### src/rtl/bdpc_pkg.sv
// Package for the button debounce and press classifier.
// Holds the item types, the per-button state entry, event codes and register constants.
// No dependencies.
package bdpc_pkg;

    // Event codes carried in press_event.
    localparam logic [1:0] EV_NONE  = 2'd0;
    localparam logic [1:0] EV_PRESS = 2'd1;
    localparam logic [1:0] EV_SHORT = 2'd2;
    localparam logic [1:0] EV_LONG  = 2'd3;

    // Configuration register indexes and reset values.
    localparam int unsigned CFG_INDEX_W = 1;
    localparam int unsigned CFG_DATA_W  = 16;
    localparam logic [CFG_INDEX_W-1:0] CFG_DEBOUNCE_MS   = 1'd0;
    localparam logic [CFG_INDEX_W-1:0] CFG_LONG_PRESS_MS = 1'd1;
    localparam logic [CFG_DATA_W-1:0]  DEBOUNCE_MS_RST   = 16'd50;
    localparam logic [CFG_DATA_W-1:0]  LONG_PRESS_MS_RST = 16'd1000;

    // One input item: a sample of one button.
    typedef struct packed {
        logic [1:0]  button_index;
        logic        raw_level;
        logic [31:0] time_ms;
    } t_in_item;

    // One result item.
    typedef struct packed {
        logic [1:0]  button_id;
        logic [1:0]  press_event;
        logic [31:0] hold_duration;
    } t_out_item;

    // State kept for each button in the state memory.
    typedef struct packed {
        logic        last_raw;
        logic        stable_level;
        logic [31:0] change_time;
        logic [31:0] press_start;
        logic        held_flag;
    } t_entry;

    // State of a button that has never been written since reset.
    localparam t_entry ENTRY_RST = '{
        last_raw:     1'b1,
        stable_level: 1'b1,
        change_time:  32'd0,
        press_start:  32'd0,
        held_flag:    1'b0
    };

endpackage

### src/rtl/bdpc_ram.sv
// Generic single-clock RAM with one write port and one registered read port.
// Used for the per-button state. No dependencies.
module bdpc_ram #(
    parameter int WIDTH = 8,
    parameter int DEPTH = 4
) (
    input  logic                                        i_clk,
    input  logic                                        i_we,
    input  logic [((DEPTH > 1) ? $clog2(DEPTH) : 1)-1:0] i_waddr,
    input  logic [WIDTH-1:0]                            i_wdata,
    input  logic                                        i_re,
    input  logic [((DEPTH > 1) ? $clog2(DEPTH) : 1)-1:0] i_raddr,
    output logic [WIDTH-1:0]                            o_rdata
);

    logic [WIDTH-1:0] r_mem [DEPTH];
    logic [WIDTH-1:0] r_rdata;

    // Write port.
    always_ff @(posedge i_clk) begin
        if (i_we) begin
            r_mem[i_waddr] <= i_wdata;
        end
    end

    // Registered read; the output holds while no read is issued.
    always_ff @(posedge i_clk) begin
        if (i_re) begin
            r_rdata <= r_mem[i_raddr];
        end
    end

    assign o_rdata = r_rdata;

endmodule

### src/rtl/button_debounce_press_classifier_core.sv
// Top level of the button debounce and press classifier.
// Depends on bdpc_pkg for types and constants and on bdpc_ram for the state memory.
//
// Usage:
//   Input channel (i_in_valid / o_in_stall / i_in_item): one sample of one button,
//   with its index, raw pin level (0 = pressed) and the current millisecond time.
//   Output channel (o_out_valid / i_out_stall / o_out_item): exactly one result item
//   per sample, in order: the button index, an event code and the press duration.
//   Configuration: i_cfg_we writes i_cfg_data to register i_cfg_index
//   (0 debounce_ms, 1 long_press_ms); write only while the block is idle.
// Timing:
//   An accepted sample reads its button's entry from the state memory on the accept
//   edge and is held in the stage 1 register; when stage 1 advances, the entry is
//   updated and written back and the result is registered in the output register.
//   Throughput is one item per cycle unless the output stalls: the memory read and
//   write-back are pipelined, and a same-cycle write to the entry read is forwarded.
// Reset:
//   Synchronous, active low. Per-button valid bits are cleared at once, so every
//   button reads as released with zero times; no clearing pass is needed. Both
//   registers return to 50 and 1000.
// Backpressure:
//   When i_out_stall holds a pending result, the stage behind it keeps its item and
//   o_in_stall rises only if that stage is also full.
module button_debounce_press_classifier_core #(
    parameter int BUTTON_COUNT = 4
) (
    input  logic                                      i_clk,
    input  logic                                      i_rst_n,
    input  logic                                      i_in_valid,
    output logic                                      o_in_stall,
    input  bdpc_pkg::t_in_item                        i_in_item,
    output logic                                      o_out_valid,
    input  logic                                      i_out_stall,
    output bdpc_pkg::t_out_item                       o_out_item,
    input  logic                                      i_cfg_we,
    input  logic [bdpc_pkg::CFG_INDEX_W-1:0]          i_cfg_index,
    input  logic [bdpc_pkg::CFG_DATA_W-1:0]           i_cfg_data
);

    import bdpc_pkg::*;

    localparam int AW = (BUTTON_COUNT > 1) ? $clog2(BUTTON_COUNT) : 1;
    localparam int EW = $bits(t_entry);

    // Configuration registers.
    logic [CFG_DATA_W-1:0] r_debounce_ms;
    logic [CFG_DATA_W-1:0] r_long_press_ms;

    always_ff @(posedge i_clk) begin
        if (!i_rst_n) begin
            r_debounce_ms   <= DEBOUNCE_MS_RST;
            r_long_press_ms <= LONG_PRESS_MS_RST;
        end else if (i_cfg_we) begin
            unique case (i_cfg_index)
                CFG_DEBOUNCE_MS:   r_debounce_ms   <= i_cfg_data;
                CFG_LONG_PRESS_MS: r_long_press_ms <= i_cfg_data;
                default: ;
            endcase
        end
    end

    // Pipeline control.
    logic      r_s1_valid;
    t_in_item  r_s1_item;
    logic      r_out_valid;
    t_out_item r_out_item;
    logic      s1_adv;
    logic      in_accept;

    assign s1_adv     = !r_out_valid || !i_out_stall;
    assign o_in_stall = r_s1_valid && !s1_adv;
    assign in_accept  = i_in_valid && !o_in_stall;

    // Address and range check for the incoming item.
    logic [31:0]   in_idx_ext;
    logic          in_in_range;
    logic [AW-1:0] in_addr;

    assign in_idx_ext  = 32'(i_in_item.button_index);
    assign in_in_range = in_idx_ext < 32'(BUTTON_COUNT);
    assign in_addr     = in_idx_ext[AW-1:0];

    // Address and range check for the item in the update stage.
    logic [31:0]   s1_idx_ext;
    logic          s1_in_range;
    logic [AW-1:0] s1_addr;

    assign s1_idx_ext  = 32'(r_s1_item.button_index);
    assign s1_in_range = s1_idx_ext < 32'(BUTTON_COUNT);
    assign s1_addr     = s1_idx_ext[AW-1:0];

    // State memory and per-entry valid bits.
    logic                    wr_en;
    t_entry                  wr_entry;
    logic [EW-1:0]           ram_rdata;
    logic [BUTTON_COUNT-1:0] r_init;

    assign wr_en = r_s1_valid && s1_adv && s1_in_range;

    bdpc_ram #(
        .WIDTH (EW),
        .DEPTH (BUTTON_COUNT)
    ) u_state_ram (
        .i_clk   (i_clk),
        .i_we    (wr_en),
        .i_waddr (s1_addr),
        .i_wdata (wr_entry),
        .i_re    (in_accept && in_in_range),
        .i_raddr (in_addr),
        .o_rdata (ram_rdata)
    );

    always_ff @(posedge i_clk) begin
        if (!i_rst_n) begin
            r_init <= '0;
        end else if (wr_en) begin
            r_init[s1_addr] <= 1'b1;
        end
    end

    // Forwarding: the entry written on the same edge as a read of that entry.
    logic   r_byp_hit;
    t_entry r_byp_entry;

    always_ff @(posedge i_clk) begin
        if (!i_rst_n) begin
            r_byp_hit <= 1'b0;
        end else if (in_accept) begin
            r_byp_hit <= wr_en && in_in_range && (in_addr == s1_addr);
        end
    end

    always_ff @(posedge i_clk) begin
        if (in_accept) begin
            r_byp_entry <= wr_entry;
        end
    end

    // Stage 0 to stage 1 register.
    always_ff @(posedge i_clk) begin
        if (!i_rst_n) begin
            r_s1_valid <= 1'b0;
        end else if (in_accept) begin
            r_s1_valid <= 1'b1;
        end else if (s1_adv) begin
            r_s1_valid <= 1'b0;
        end
    end

    always_ff @(posedge i_clk) begin
        if (in_accept) begin
            r_s1_item <= i_in_item;
        end
    end

    // Update logic: pick the current entry, then debounce and classify.
    t_entry      cur;
    logic        raw_same;
    logic [31:0] elapsed;
    logic        level_taken;
    logic [31:0] held_time;
    logic [1:0]  n_event;
    logic [31:0] n_duration;

    always_comb begin
        if (r_byp_hit) begin
            cur = r_byp_entry;
        end else if (r_init[s1_addr]) begin
            cur = t_entry'(ram_rdata);
        end else begin
            cur = ENTRY_RST;
        end

        raw_same    = r_s1_item.raw_level == cur.last_raw;
        elapsed     = r_s1_item.time_ms - cur.change_time;
        held_time   = r_s1_item.time_ms - cur.press_start;
        // A raw change restarts the timer, so the level cannot be taken on that sample.
        level_taken = raw_same && (elapsed > 32'(r_debounce_ms))
                      && (r_s1_item.raw_level != cur.stable_level);

        wr_entry          = cur;
        wr_entry.last_raw = r_s1_item.raw_level;
        n_event           = EV_NONE;
        n_duration        = 32'd0;
        if (!raw_same) begin
            wr_entry.change_time = r_s1_item.time_ms;
        end
        if (level_taken) begin
            wr_entry.stable_level = r_s1_item.raw_level;
            if (!r_s1_item.raw_level) begin
                wr_entry.held_flag   = 1'b1;
                wr_entry.press_start = r_s1_item.time_ms;
                n_event              = EV_PRESS;
            end else if (cur.held_flag) begin
                wr_entry.held_flag = 1'b0;
                n_duration         = held_time;
                n_event = (held_time < 32'(r_long_press_ms)) ? EV_SHORT : EV_LONG;
            end
        end
        // Buttons beyond the configured count report nothing.
        if (!s1_in_range) begin
            n_event    = EV_NONE;
            n_duration = 32'd0;
        end
    end

    // Output register.
    always_ff @(posedge i_clk) begin
        if (!i_rst_n) begin
            r_out_valid <= 1'b0;
        end else if (s1_adv) begin
            r_out_valid <= r_s1_valid;
        end
    end

    always_ff @(posedge i_clk) begin
        if (s1_adv && r_s1_valid) begin
            r_out_item.button_id     <= r_s1_item.button_index;
            r_out_item.press_event   <= n_event;
            r_out_item.hold_duration <= n_duration;
        end
    end

    assign o_out_valid = r_out_valid;
    assign o_out_item  = r_out_item;

endmodule
### config.mk
export PLATFORM = sky130hd
export DESIGN_NAME = button_debounce_press_classifier_core
export DESIGN_NICKNAME = d
export VERILOG_FILES = /design/src/rtl/bdpc_pkg.sv /design/src/rtl/bdpc_ram.sv /design/src/rtl/button_debounce_press_classifier_core.sv
export SDC_FILE = /design/constraint.sdc
export NUM_CORES = 1
export LEC_CHECK = 0
export ABC_AREA = 1
export BUFFER_PORTS_ARGS = -buffer_cell sky130_fd_sc_hd__buf_2
export CORE_ASPECT_RATIO = 0.7
export CORE_UTILIZATION = 60
export DETAILED_ROUTE_END_ITERATION = 8
export GPL_ROUTABILITY_DRIVEN = 0
export PLACE_DENSITY = 0.87
export SLEW_MARGIN = 25
export SYNTH_ARGS = -nofsm -noshare
export SYNTH_HDL_FRONTEND = slang
export SYNTH_SLANG_ARGS = --single-unit
### constraint.sdc
create_clock -name i_clk -period 10.6 [get_ports i_clk]
set_input_delay 1.06 -clock i_clk [delete_from_list [all_inputs] [get_ports i_clk]]
set_output_delay 1.06 -clock i_clk [all_outputs]
set_load 0.02 [all_outputs]
## After elaboration in Yosys (flattened, before gate mapping)

Memory sizes are Yosys's and may differ from the RTL's. A register that Yosys moved wholly into a read port is not among the register bits.
Cells that the tools add are included.

| operators by class | value |
|---|---|
| add/subtract/negate cells | 2 |
| $lt $le $gt $ge | 6 |
| equality and inequality tests | 3 |
| mux-type cells | 18 |
| bitwise operators | 2 |
| reduce and logical (&&, ||, !) cells | 20 |

Operators by type and width:

| cell | number |
|---|---|
| $mux W67 | 2 |
| $mux W32 | 2 |
| $sub A32 B32 Y32 | 2 |
| $mux W33 | 1 |
| $gt A32 B16 Y1 | 1 |
| $lt A32 B16 Y1 | 1 |
| $mux W1 | 11 |
| $logic_and A1 B1 Y1 | 10 |
| $lt A2 B3 Y1 const B | 3 |
| $reduce_and A2 Y1 | 3 |
| $logic_not A1 Y1 | 4 |
| $or A4 B4 Y4 | 1 |
| $reduce_and A4 Y1 | 1 |
| $bmux W1 S2 | 1 |
| $demux W1 S2 | 1 |
| $eq A2 B2 Y1 | 1 |
| $ge A2 B1 Y1 const B | 1 |
| $reduce_bool A2 Y1 | 1 |
| $eq A1 B1 Y1 | 1 |
| $logic_or A1 B1 Y1 | 1 |
| $ne A1 B1 Y1 | 1 |
| $not A1 Y1 | 1 |

| word-level totals | value |
|---|---|
| register bits after elaboration | 177 |
| RAM bits | 268 |
| bits of input ports | 57 |
| output and inout bits | 38 |
| logic and storage cells | 70 |
| memories kept | 1 |

Memory list:

| memory | depth | width | rd ports | clocked after Yosys merged registers in | wr ports | line | text |
|---|---|---|---|---|---|---|---|
| u_state_ram.r_mem | 4 | 67 | 1 | 1 | 1 | bdpc_ram.sv:16 | `logic [WIDTH-1:0] r_mem [DEPTH];` |

## Logic depth before layout (Yosys ltp)

Gate-level depths: netlist (run 1).

| logic depth | value |
|---|---|
| word-level depth | 9 |
| gate-level depth with buffers | 36 |
| mapped depth without buffers | 33 |

## Cells and area by module

Synthesis (run 1) repeated with hierarchy kept, for this count alone.

| second synthesis, totals | value |
|---|---|
| cell total of the unflattened synthesis | 2845 |
| area, all modules | 26171.4 um^2 |

By module, submodules not included:

| module | times used | cells each | area an instance (um^2) | seq. area each (um^2) |
|---|---|---|---|---|
| bdpc_ram | 1 | 1125 | 13316.5 | 10059.6 |
| button_debounce_press_classifier_core | 1 | 1720 | 12854.8 | 4924.7 |

## Worst setup path after synthesis (run 1)

OpenSTA, ideal clock, no wires.

| path | value |
|---|---|
| kind | input-to-reg |
| start point | input i_out_stall |
| end point | memory u_state_ram.r_mem[2][0] in the netlist's numbering (enable) |
| data arrival time | 5.875 ns |
| path slack | 4.148 ns |
| stages | 3 |
| buffers on the path | 0 |
| cells stage by stage | nand2_1 > nand2_1 > nor3_1 |

| between the ends | value |
|---|---|
| word-level cells in the longest chain between the ends | 6 |

Ends and longest elaborated chain:

| element | line | text |
|---|---|---|
| start, declared | button_debounce_press_classifier_core.sv:33 | `input logic i_out_stall,` |
| $logic_not A1 Y1 | button_debounce_press_classifier_core.sv:70 | `assign s1_adv = !r_out_valid \|\| !i_out_stall;` |
| $logic_or A1 B1 Y1 | button_debounce_press_classifier_core.sv:70 |  |
| $logic_and A1 B1 Y1 (2 in series) | button_debounce_press_classifier_core.sv:98 | `assign wr_en = r_s1_valid && s1_adv && s1_in_range;` |
| $mux W1 | bdpc_ram.sv:21 | `if (i_we) begin` |
| $mux W1 (implied by the code) | bdpc_ram.sv:22 | `r_mem[i_waddr] <= i_wdata;` |
| end, declared | bdpc_ram.sv:16 |  |

Every way passes these cells.

## Worst setup path after layout (run 1)

| path | value |
|---|---|
| start point | register r_s1_item, in the netlist s1_addr[0] |
| end point | memory u_state_ram.r_mem[3][5] in the netlist's numbering (data pin) |

| between the ends | value |
|---|---|
| word-level cells in the longest chain between the ends | 9 |

Ends and longest elaborated chain:

| element | line | text |
|---|---|---|
| start, declared | button_debounce_press_classifier_core.sv:64 | `t_in_item r_s1_item;` |
| start signal, assigned | button_debounce_press_classifier_core.sv:152 | `r_s1_item <= i_in_item;` |
| $bmux W1 S2 (*) | button_debounce_press_classifier_core.sv:168 | `end else if (r_init[s1_addr]) begin` |
| $mux W1 (implied by the code) (*) | button_debounce_press_classifier_core.sv:168 |  |
| $mux W67 (*) | button_debounce_press_classifier_core.sv:168 |  |
| $mux W67 (*) | button_debounce_press_classifier_core.sv:166 | `if (r_byp_hit) begin` |
| $sub A32 B32 Y32 | button_debounce_press_classifier_core.sv:175 | `elapsed = r_s1_item.time_ms - cur.change_time;` |
| $gt A32 B16 Y1 | button_debounce_press_classifier_core.sv:178 | `level_taken = raw_same && (elapsed > 32'(r_debounce_ms))` |
| $logic_and A1 B1 Y1 | button_debounce_press_classifier_core.sv:178 |  |
| $logic_and A1 B1 Y1 | button_debounce_press_classifier_core.sv:179 | `&& (r_s1_item.raw_level != cur.stable_level);` |
| $mux W33 (*) | button_debounce_press_classifier_core.sv:188 | `if (level_taken) begin` |
| named net u_state_ram.i_wdata[5] | bdpc_ram.sv:10 | `input logic [WIDTH-1:0] i_wdata,` |

Mark *: on every way through the listed nets, which the timed path passes. The rest lies on a longest branch. The select of a mux whose other input is x is not followed.

==> results of run 1 <==
## area by class of cell
class	instances	area (µm²)
Fill cell	2793	13000
Inverter	239	906
Tap cell	535	669
Timing Repair Buffer	114	623
Clock inverter	23	244
Multi-Input combinational cell	1570	8190
Sequential cell	512	15000
Clock buffer	61	1290
## through the flow
step	utilization [%]	setup slack, ns	std cells
finish	67.4	4.36	3054
global route	67.4	4.04	3054
CTS	67.4	4.55	3054
detailed placement	63.6	4.60	2970
global placement	63.6	4.92	2970
floorplan	-	4.15	2411
## flip-flops by register name (all words and copies together) (netlist names)
register,flops
s1_addr,2
r_long_press_ms,16
r_byp_entry,67
r_byp_hit,1
r_s1_valid,1
o_out_item,36
u_state_ram.o_rdata,67
r_s1_item,33
u_state_ram.r_mem,268
o_out_valid,1
r_init,4
r_debounce_ms,16
## synthesized netlist by cell type (all sizes together) (5+ instances only)
master / instances
edfxtp: 473
a21oi: 114
nand4: 17
dfxtp: 39
o21bai: 8
ha: 83
xnor2: 9
nand3: 116
inv: 237
buf: 23
o21ai: 246
o211ai: 12
clkbuf: 67
o22ai: 69
a211oi: 5
nand2: 475
a21o: 9
xor2: 34
nor2: 302
and2: 31
nor3: 14
## power by group
part | switching, mW | total [mW] | internal [mW] | leakage, nW
clock network | 0.723 | 1.70 | 0.980 | 0.746
logic | 0.455 | 0.648 | 0.193 | 5.13
registers | 0.0450 | 2.37 | 2.32 | 4.80
## path summary, 6_finish.rpt
check,slack [ns],startpoint,end
worst max register to register,4.36,s1_addr[0],u_state_ram.r_mem[3][5]
worst min register to register,0.47,r_long_press_ms[13],r_long_press_ms[13]
worst min-delay path,0.47,r_long_press_ms[13],r_long_press_ms[13]
worst max-delay path,4.36,s1_addr[0],u_state_ram.r_mem[3][5]
## per-layer routing
layer  part of all wire (%)  GRT usage [%]
met5                  0.014              0
met4                    3.0           9.16
met2                     43           47.4
met1                     38           44.4
met3                     16           8.78
## worst max-delay path, delay by kind of cell (launching register included)
kind	cells	cell delay, ns
and+or+nand+nor	21	2.88
xor gates and xnor gates	1	0.10
DFF	1	0.51
AOI/OAI and AO/OA	3	0.48
adders and majority gates	2	0.74
buffers and inverters	4	1.19
## layout by cell type (no fill, tap or decap), types with 16 or more instances in the layout
master / n
edfxtp_1: 473
nand2_1: 450
nor2_1: 292
o21ai_0: 226
inv_1: 218
a21oi_1: 114
nand3_1: 112
buf_2: 93
ha_1: 83
o22ai_1: 69
clkbuf_16: 49
dfxtp_1: 38
xor2_1: 34
and2_1: 30
nand2_2: 23
buf_4: 21
inv_2: 17
nand4_1: 16
## logic make-up after synthesis
kind of cell | after synthesis
XOR/XNOR | 43
AND/OR/NAND/NOR | 962
adder cells (fa/ha/maj) | 84
flip-flops | 512
buffers and inverters | 329
AO/OA/AOI/OAI | 481
==> run summary, run 1 <==
The synthesized-area fraction occupied by ao, oa, aoi and oai cells came out at a little over a tenth. The depth of the CTS H-tree came out at 2. Yosys attributes the largest share of cell area to edfxtp_1 (58%), nand2_1 (6.9%), o21ai_0 (4.6%). The die footprint came out at 41600 µm².

The number of standard cells after synthesis is between 2000 and 2500. The most numerous cell type found on the critical path is nand2_1. The clock insertion delay at the later pin of the skew report is 0.58 ns. The TritonCTS buffer count came out at 46. The site row count is slightly above 60. The share of synthesized flip-flops with an asynchronous set or reset came out at 0%. After detailed routing, the number of remaining DRC violations is 0. The repair_antennas step left the layout with diodes totalling 0. The flow ran to the end, and the final reports show no timing, DRC or antenna violations.

The final hold violation count was 0. Summing the areas of all xor and xnor instances in the mapped netlist gives 1.54% of the synthesized area. Setup repair after global routing left no endpoint under its margin. The distinct cell type count after synthesis is slightly above 50. For the finished layout, the period the worst path requires is just over 6 ns.

The clock passes through at most 3 buffers. The largest fanout on the critical path came out at 46. The master cell of the clock root buffer is clkbuf_16. Summed over all nets, the half-perimeter wirelength after detailed placement is between 40 and 50 mm. Measured against the total synthesized area, the mux share comes to 0%.

The first detailed-routing pass ran for 8 iterations. The post-synthesis sequential element count is 512. The maximum number of pins on one net before global-route repair came out at between 100 and 150. The ratio of final minimum period to clock period is around 60%. The instance area at placement came out at between 20000 and 30000 µm². The number of enable-type register cells in the synthesized netlist came out at about 470. The type of element capturing the critical path is a flip-flop. After synthesis, the largest family of logic cells by area is simple AND/OR/NAND/NOR gates.

Once the clock tree was built, the setup fixing pass inserted 0 buffers. The count of cells along the worst register-to-register path came out at 31. The cell taking the most area after synthesis is edfxtp_1. The synthesized area came out at about 24000 µm². After the first detailed-routing iteration, the DRC count stood at 3275. Pin placement for this block handled 95 I/O pins. TritonCTS built the clock tree. The simple logic cell fraction of the synthesized area came out at between 15 and 20%. The floorplan step set the die height to 171 µm. The power per cell area is around 180 nW/µm². The average wire per standard cell is 21.2 µm. The total length of routed wires is ~65 mm. After routing the design area is between 20000 and 30000 µm². The synthesis-to-layout area growth came out at 10.1%.

The number of max-slew violations in the final report is 0. The worst-case headroom to the max-slew limit is between 30% and 40%. The via count of the first global-routing pass came out at around 18000. For the final routed database, the setup TNS stands at 0 ns. Across the run, the number of max-cap violations was 0. The adder and majority gate portion of the synthesized area came out at roughly 4.3%. The required time of the critical path is ~11 ns. During placement, the flow inserted port buffers numbering between 90 and 100. The total routing usage reported by global routing came out at between 30% and 40%. The share of synthesized area in the top cell type comes to 58.1%. In this run the standard cell core region covers 39900 µm². The category of the critical setup timing path is flip-flop to flip-flop. The worst path arrival time is roughly 6.6 ns. In the routed layout, each cell is associated on average with a via count of around 6.2. The width of the die came out at about 240 µm. The primary flip-flop cell chosen by synthesis mapping is edfxtp_1. The proportion of layout cells with a drive suffix above 1 is around a tenth. Counting instances, the worst hold path has a depth of 2. The first-pass GRT wire length came out at about 100 mm. The hold-fix buffer count after cts came out at 0.

The sequential-to-total area share from yosys stat is 61.3%. The total grt overflow is 0. The number of antenna violations at the first check in global routing is 0. Synthesis produced a netlist with a net count of approximately 2600. The post-cts sizing count came out at 0. On the worst path, the slowest cell contributes a delay of approximately 0.55 ns.

The number of routed nets with antenna violations is 0. The CTS clock-pin slew for the worst setup and hold paths came out at roughly 0.070 ns. Yosys printed 0 warnings. The leakage power came out at 10.7 nW. The final setup violation count came out at 0. The routed layout has between 15000 and 20000 vias. The slowest stage of the critical path is the buf_4 cell. The worst hold-check path type is flip-flop to flip-flop.

The worst vdd rail ir drop came out at 0.000141 V. At the pin with the least slew margin, the transition time is between 0.9 and 1 ns. Each instance of the synthesized netlist takes up on average 10.1 µm². The total clock sinks came out at ~500.

The setup clock skew after layout is between 0.02 and 0.03 ns. The maximum clock frequency is roughly 0.16 GHz. The worst setup path is launched from a flip-flop. The starting density of the core came out at 61.2%. The overall power of the completed layout came out at around 4.7 mW. The number of nets at the end of the flow is around 2600. The final worst hold slack came out at 0.468 ns.
No activity file was read; power rests on OpenSTA's default activity.
==> inputs of run 2 (changes only) <==
- ABC_AREA: 1 -> 0
- clock period: 10.6 -> 5.9 ns (I/O delays scaled with it)
==> run 2 against run 1 <==
  * Critical path type unchanged
  * Combinational power grew 57%
  * The run now ends with negative setup slack left
  * Flip-flop and latch count did not move
  * Clock skew is 0.0014 ns higher
  * Via count is 15% lower
  * Worst setup slack worse by 4.4 ns
==> run summary, run 2 <==
The flow ran to the end, but the final reports show violations. The final reports fail on negative setup slack. The startpoint identified for the worst hold timing path is i_in_item[1]. The summed area of non-filler cells in the final layout came out at 27500 µm². The number of top-level design ports is between 90 and 100. After technology mapping, the gate count stands at 1724. The vertical die dimension is between 150 and 200 µm. The synthesized area is 24000 µm². By area the synthesized netlist is led by edfxtp_1 (59%), mux4_2 (6.4%), ha_1 (4.3%).

After clock tree synthesis, the flow added hold-fix buffers numbering 0. The total clock sinks came out at between 500 and 600. The number of enable-type register cells in the synthesized netlist came out at between 400 and 500. The worst hold-check path type is input pin to flip-flop. The detailed router used layers up to and including met4. In this run the tool buffered the top-level ports with 94 buffer cells. The fraction of synthesized cell area taken by the top area cell type came out at between 50% and 60%.

In this run, the number of DRC markers left after iteration 0 of detailed routing was approximately 2300. The worst path arrival time came out at between 6 and 7 ns. The maximum buffer depth of the clock tree is 3. The cell taking the most area after synthesis is edfxtp_1. The ratio of final minimum period to clock period came out at 101%. The startpoint identified for the worst register-to-register timing path is s1_addr[0]. The number of warnings reported in the yosys synthesis log came out at 0. VDD sags by at most roughly 0.00021 V. The site row count is 60.

The worst-case headroom to the max-slew limit is ~32%. The final critical delay including setup and external delays came out at about 6.0 ns. The total length of routed wires is 62.0 mm. Counting instances in the post-synthesis netlist gives the leading cell types as edfxtp_1 (473), a21oi_1 (137), nand2_1 (106). The distinct cell type count after synthesis is 90. The via count normalized by instance count is ~6.7. The clock tree synthesis step divided the H-tree into 2 levels.

The placeable core region came out at approximately 39000 µm². The register bank with the most flops is u_state_ram.r_mem. The number of routed nets with antenna violations came out at 0. After synthesis the netlist holds a flip-flop and latch count of roughly 500. The number of antenna violations at the first check in global routing came to 1. The count of fill cells added during filler insertion came out at about 2400.

The first-pass GRT wire length came out at 89.6 mm. The start point of the critical path is s1_addr[0]. edfxtp_1 is the most common cell in the netlist.

The tool flagged a number of max-cap violations equal to 0. STA classifies the critical path startpoint as a flip-flop. The final setup violation count is 122. The final hold violation count is 0. The critical path in this run is classified as flip-flop to flip-flop. For the worst setup path, the data required time is between 6 and 7 ns. The number of detailed-route iterations in the first pass is 6. The overall power of the completed layout is 8.36 mW.

The total routing usage reported by global routing is 29.2%. The number of nets at the end of the flow came out at just under 2000. The root buffer cell chosen for the clock tree is clkbuf_16. The power per cell area is 304 nW/µm². The most common cell after layout, fill and taps aside is edfxtp_1. The minimum setup slack in the final design is -0.0615 ns.

The library cells used most frequently in the layout, excluding fill and tap cells, are edfxtp_1 (473), a21oi_1 (126), nand2_1 (105). Of all flip-flops after synthesis, the portion carrying an async set or reset was 0%. The starting density of the core is 61.7%.

The number of remaining DRC errors is 0. The largest fanout on the critical path is 21. The via count of the first global-routing pass is between 15000 and 20000. The synthesized net count is ~1900. The wire length on met3 is about 8.2 mm. The average wire per standard cell is ~26 µm. The post-synthesis average cell area is approximately 14 µm². Among all flip-flop cells after synthesis, the most frequent one is edfxtp_1.

The instance area at placement is roughly 25000 µm². The CTS tree is yes. Once detailed placement completed, the half-perimeter wirelength came to 37.6 mm.

At the end of the flow the core is filled with cells to 70.7%. The maximum clock frequency is 0.168 GHz. The share of the Yosys chip area taken by registers is ~62%. The detailed-route via count came out at between 15000 and 20000. At the pin with the least slew margin, the transition time is between 1 and 1.5 ns. Setup repair after global routing could not meet its margin everywhere. The synthesis-to-layout area growth came out at 14.6%. The die covers 40800 µm². The number of max-slew violations in the final report came out at 0. Entering global routing, the biggest net connects between 150 and 200 pins. The width of the die came out at 241 µm. The flip-flop count of the largest register after layout came out at between 200 and 300. The setup clock skew after layout came out at 0.0313 ns. For the worst-skew pair, the clock arrives at the later sink with an insertion delay of 0.58 ns. After clock tree synthesis, the clock-pin slew on the worst setup and hold paths is roughly 0.070 ns. The analysis attributes to cell leakage a power of between 9 and 10 nW. The type of element capturing the critical path is a flip-flop. The proportion of layout cells with a drive suffix above 1 came out at around 22%. The total grt overflow is 0.

The TritonCTS buffer count came out at 46. The routed metal-1 wirelength is 24.1 mm. The met2 wirelength from detailed routing came out at around 28 mm.
## run 2: changes by cell type after synthesis, moves of 23 or more
cell      before  now
and3_1         0   78
inv_1        221   83
xnor2_1        9   49
mux2i_1        0   33
nor2_1       293   92
a21boi_0       3   26
mux4_2         0   68
o21a_1         1   24
nand2_1      450  106
a21o_1         9   40
o22ai_1       69    3
nand3_1      112   11
a21oi_1      114  137
o21ai_0      226   40
## run 2: cell type report
type | instances | area [µm²] | area share [%]
Clock buffer | 52 | 1190 | 4.34
Tap cell | 527 | 659 | 2.40
Clock inverter | 31 | 359 | 1.31
Inverter | 84 | 315 | 1.15
Sequential cell | 512 | 15000 | 54.5
Multi-Input combinational cell | 1055 | 8990 | 32.7
Timing Repair Buffer | 148 | 998 | 3.63
Antenna cell | 1 | 2.50 | 0.00910
## run 2: stage by stage
| step | cells | hold WS, ns | setup TNS (ns) | worst slack (ns) |
|---|---|---|---|---|
| 5_1_grt | 2409 | 0.181 | -32.86 | -0.242 |
| 2_1_floorplan | 1724 | 0.435 | -0.825 | -0.188 |
| 3_3_place_gp | 2313 | 0.444 | 0 | 0.155 |
| 4_1_cts | 2397 | 0.183 | 0 | 0.0303 |
| 6_report | 2410 | 0.193 | -3.08 | -0.0615 |
| 3_5_place_dp | 2313 | 0.456 | -6.00 | -0.145 |
## run 2: worst max-delay path: stages (launching register included)
cell and delay (ns):
edfxtp_1 0.37, mux4_2 0.63, buf_12 0.22, a31oi_2 0.29, buf_4 0.22, xnor2_1 0.14
or4_1 0.57, o21bai_2 0.17, a21oi_1 0.12, xnor2_1 0.14, ha_1 0.23, nor3_1 0.22
o21ai_1 0.15, o2111ai_2 0.13, a22oi_2 0.12, a211oi_2 0.27, nand2b_1 0.09, mux2i_1 0.21
nand4b_1 0.18, nor4_4 0.34, a31oi_4 0.28, clkbuf_16 0.32, mux2i_4 0.22
## run 2: per-layer routing
metal,up-vias,global-route usage [%]
li1,6893,-
met1,7814,42.9
met2,1216,43.9
met3,158,6.90
met4,0,7.79
met5,-,0
## run 2: what timing repair did
item / in CTS / in global routing
cloned: 0 / 4
endpoints found under the setup margin: 164 / 204
resized for setup: 26 / 84
pin swaps: 0 / 20
buffers inserted: 1 / 8
## run 2: power by group
| part | internal [mW] | switching, mW | leakage (nW) | total (mW) |
|---|---|---|---|---|
| Combinational | 0.381 | 0.639 | 4.34 | 1.02 |
| Sequential | 4.14 | 0.0812 | 4.81 | 4.22 |
| Clock | 1.81 | 1.31 | 0.768 | 3.12 |
| Total | 6.33 | 2.03 | 9.92 | 8.36 |
## run 2: cells by family after synthesis
| logic type | count (synthesis) | synth area share [%] |
|---|---|---|
| compound gates | 393 | 11.2 |
| buf+inv | 157 | 2.70 |
| xor+xnor | 65 | 2.40 |
| mux | 102 | 7.81 |
| simple gates | 401 | 8.64 |
| flops | 512 | 62.4 |
| fa+ha+maj | 94 | 4.86 |
## run 2: worst paths after layout
kind	to	slack, ns	depth (start not counted)
min	r_s1_item[1]	0.19	1
max	u_state_ram.r_mem[2][17]	-0.06	22
min reg2reg	r_long_press_ms[2]	0.47	2
max reg2reg	u_state_ram.r_mem[2][17]	-0.06	22
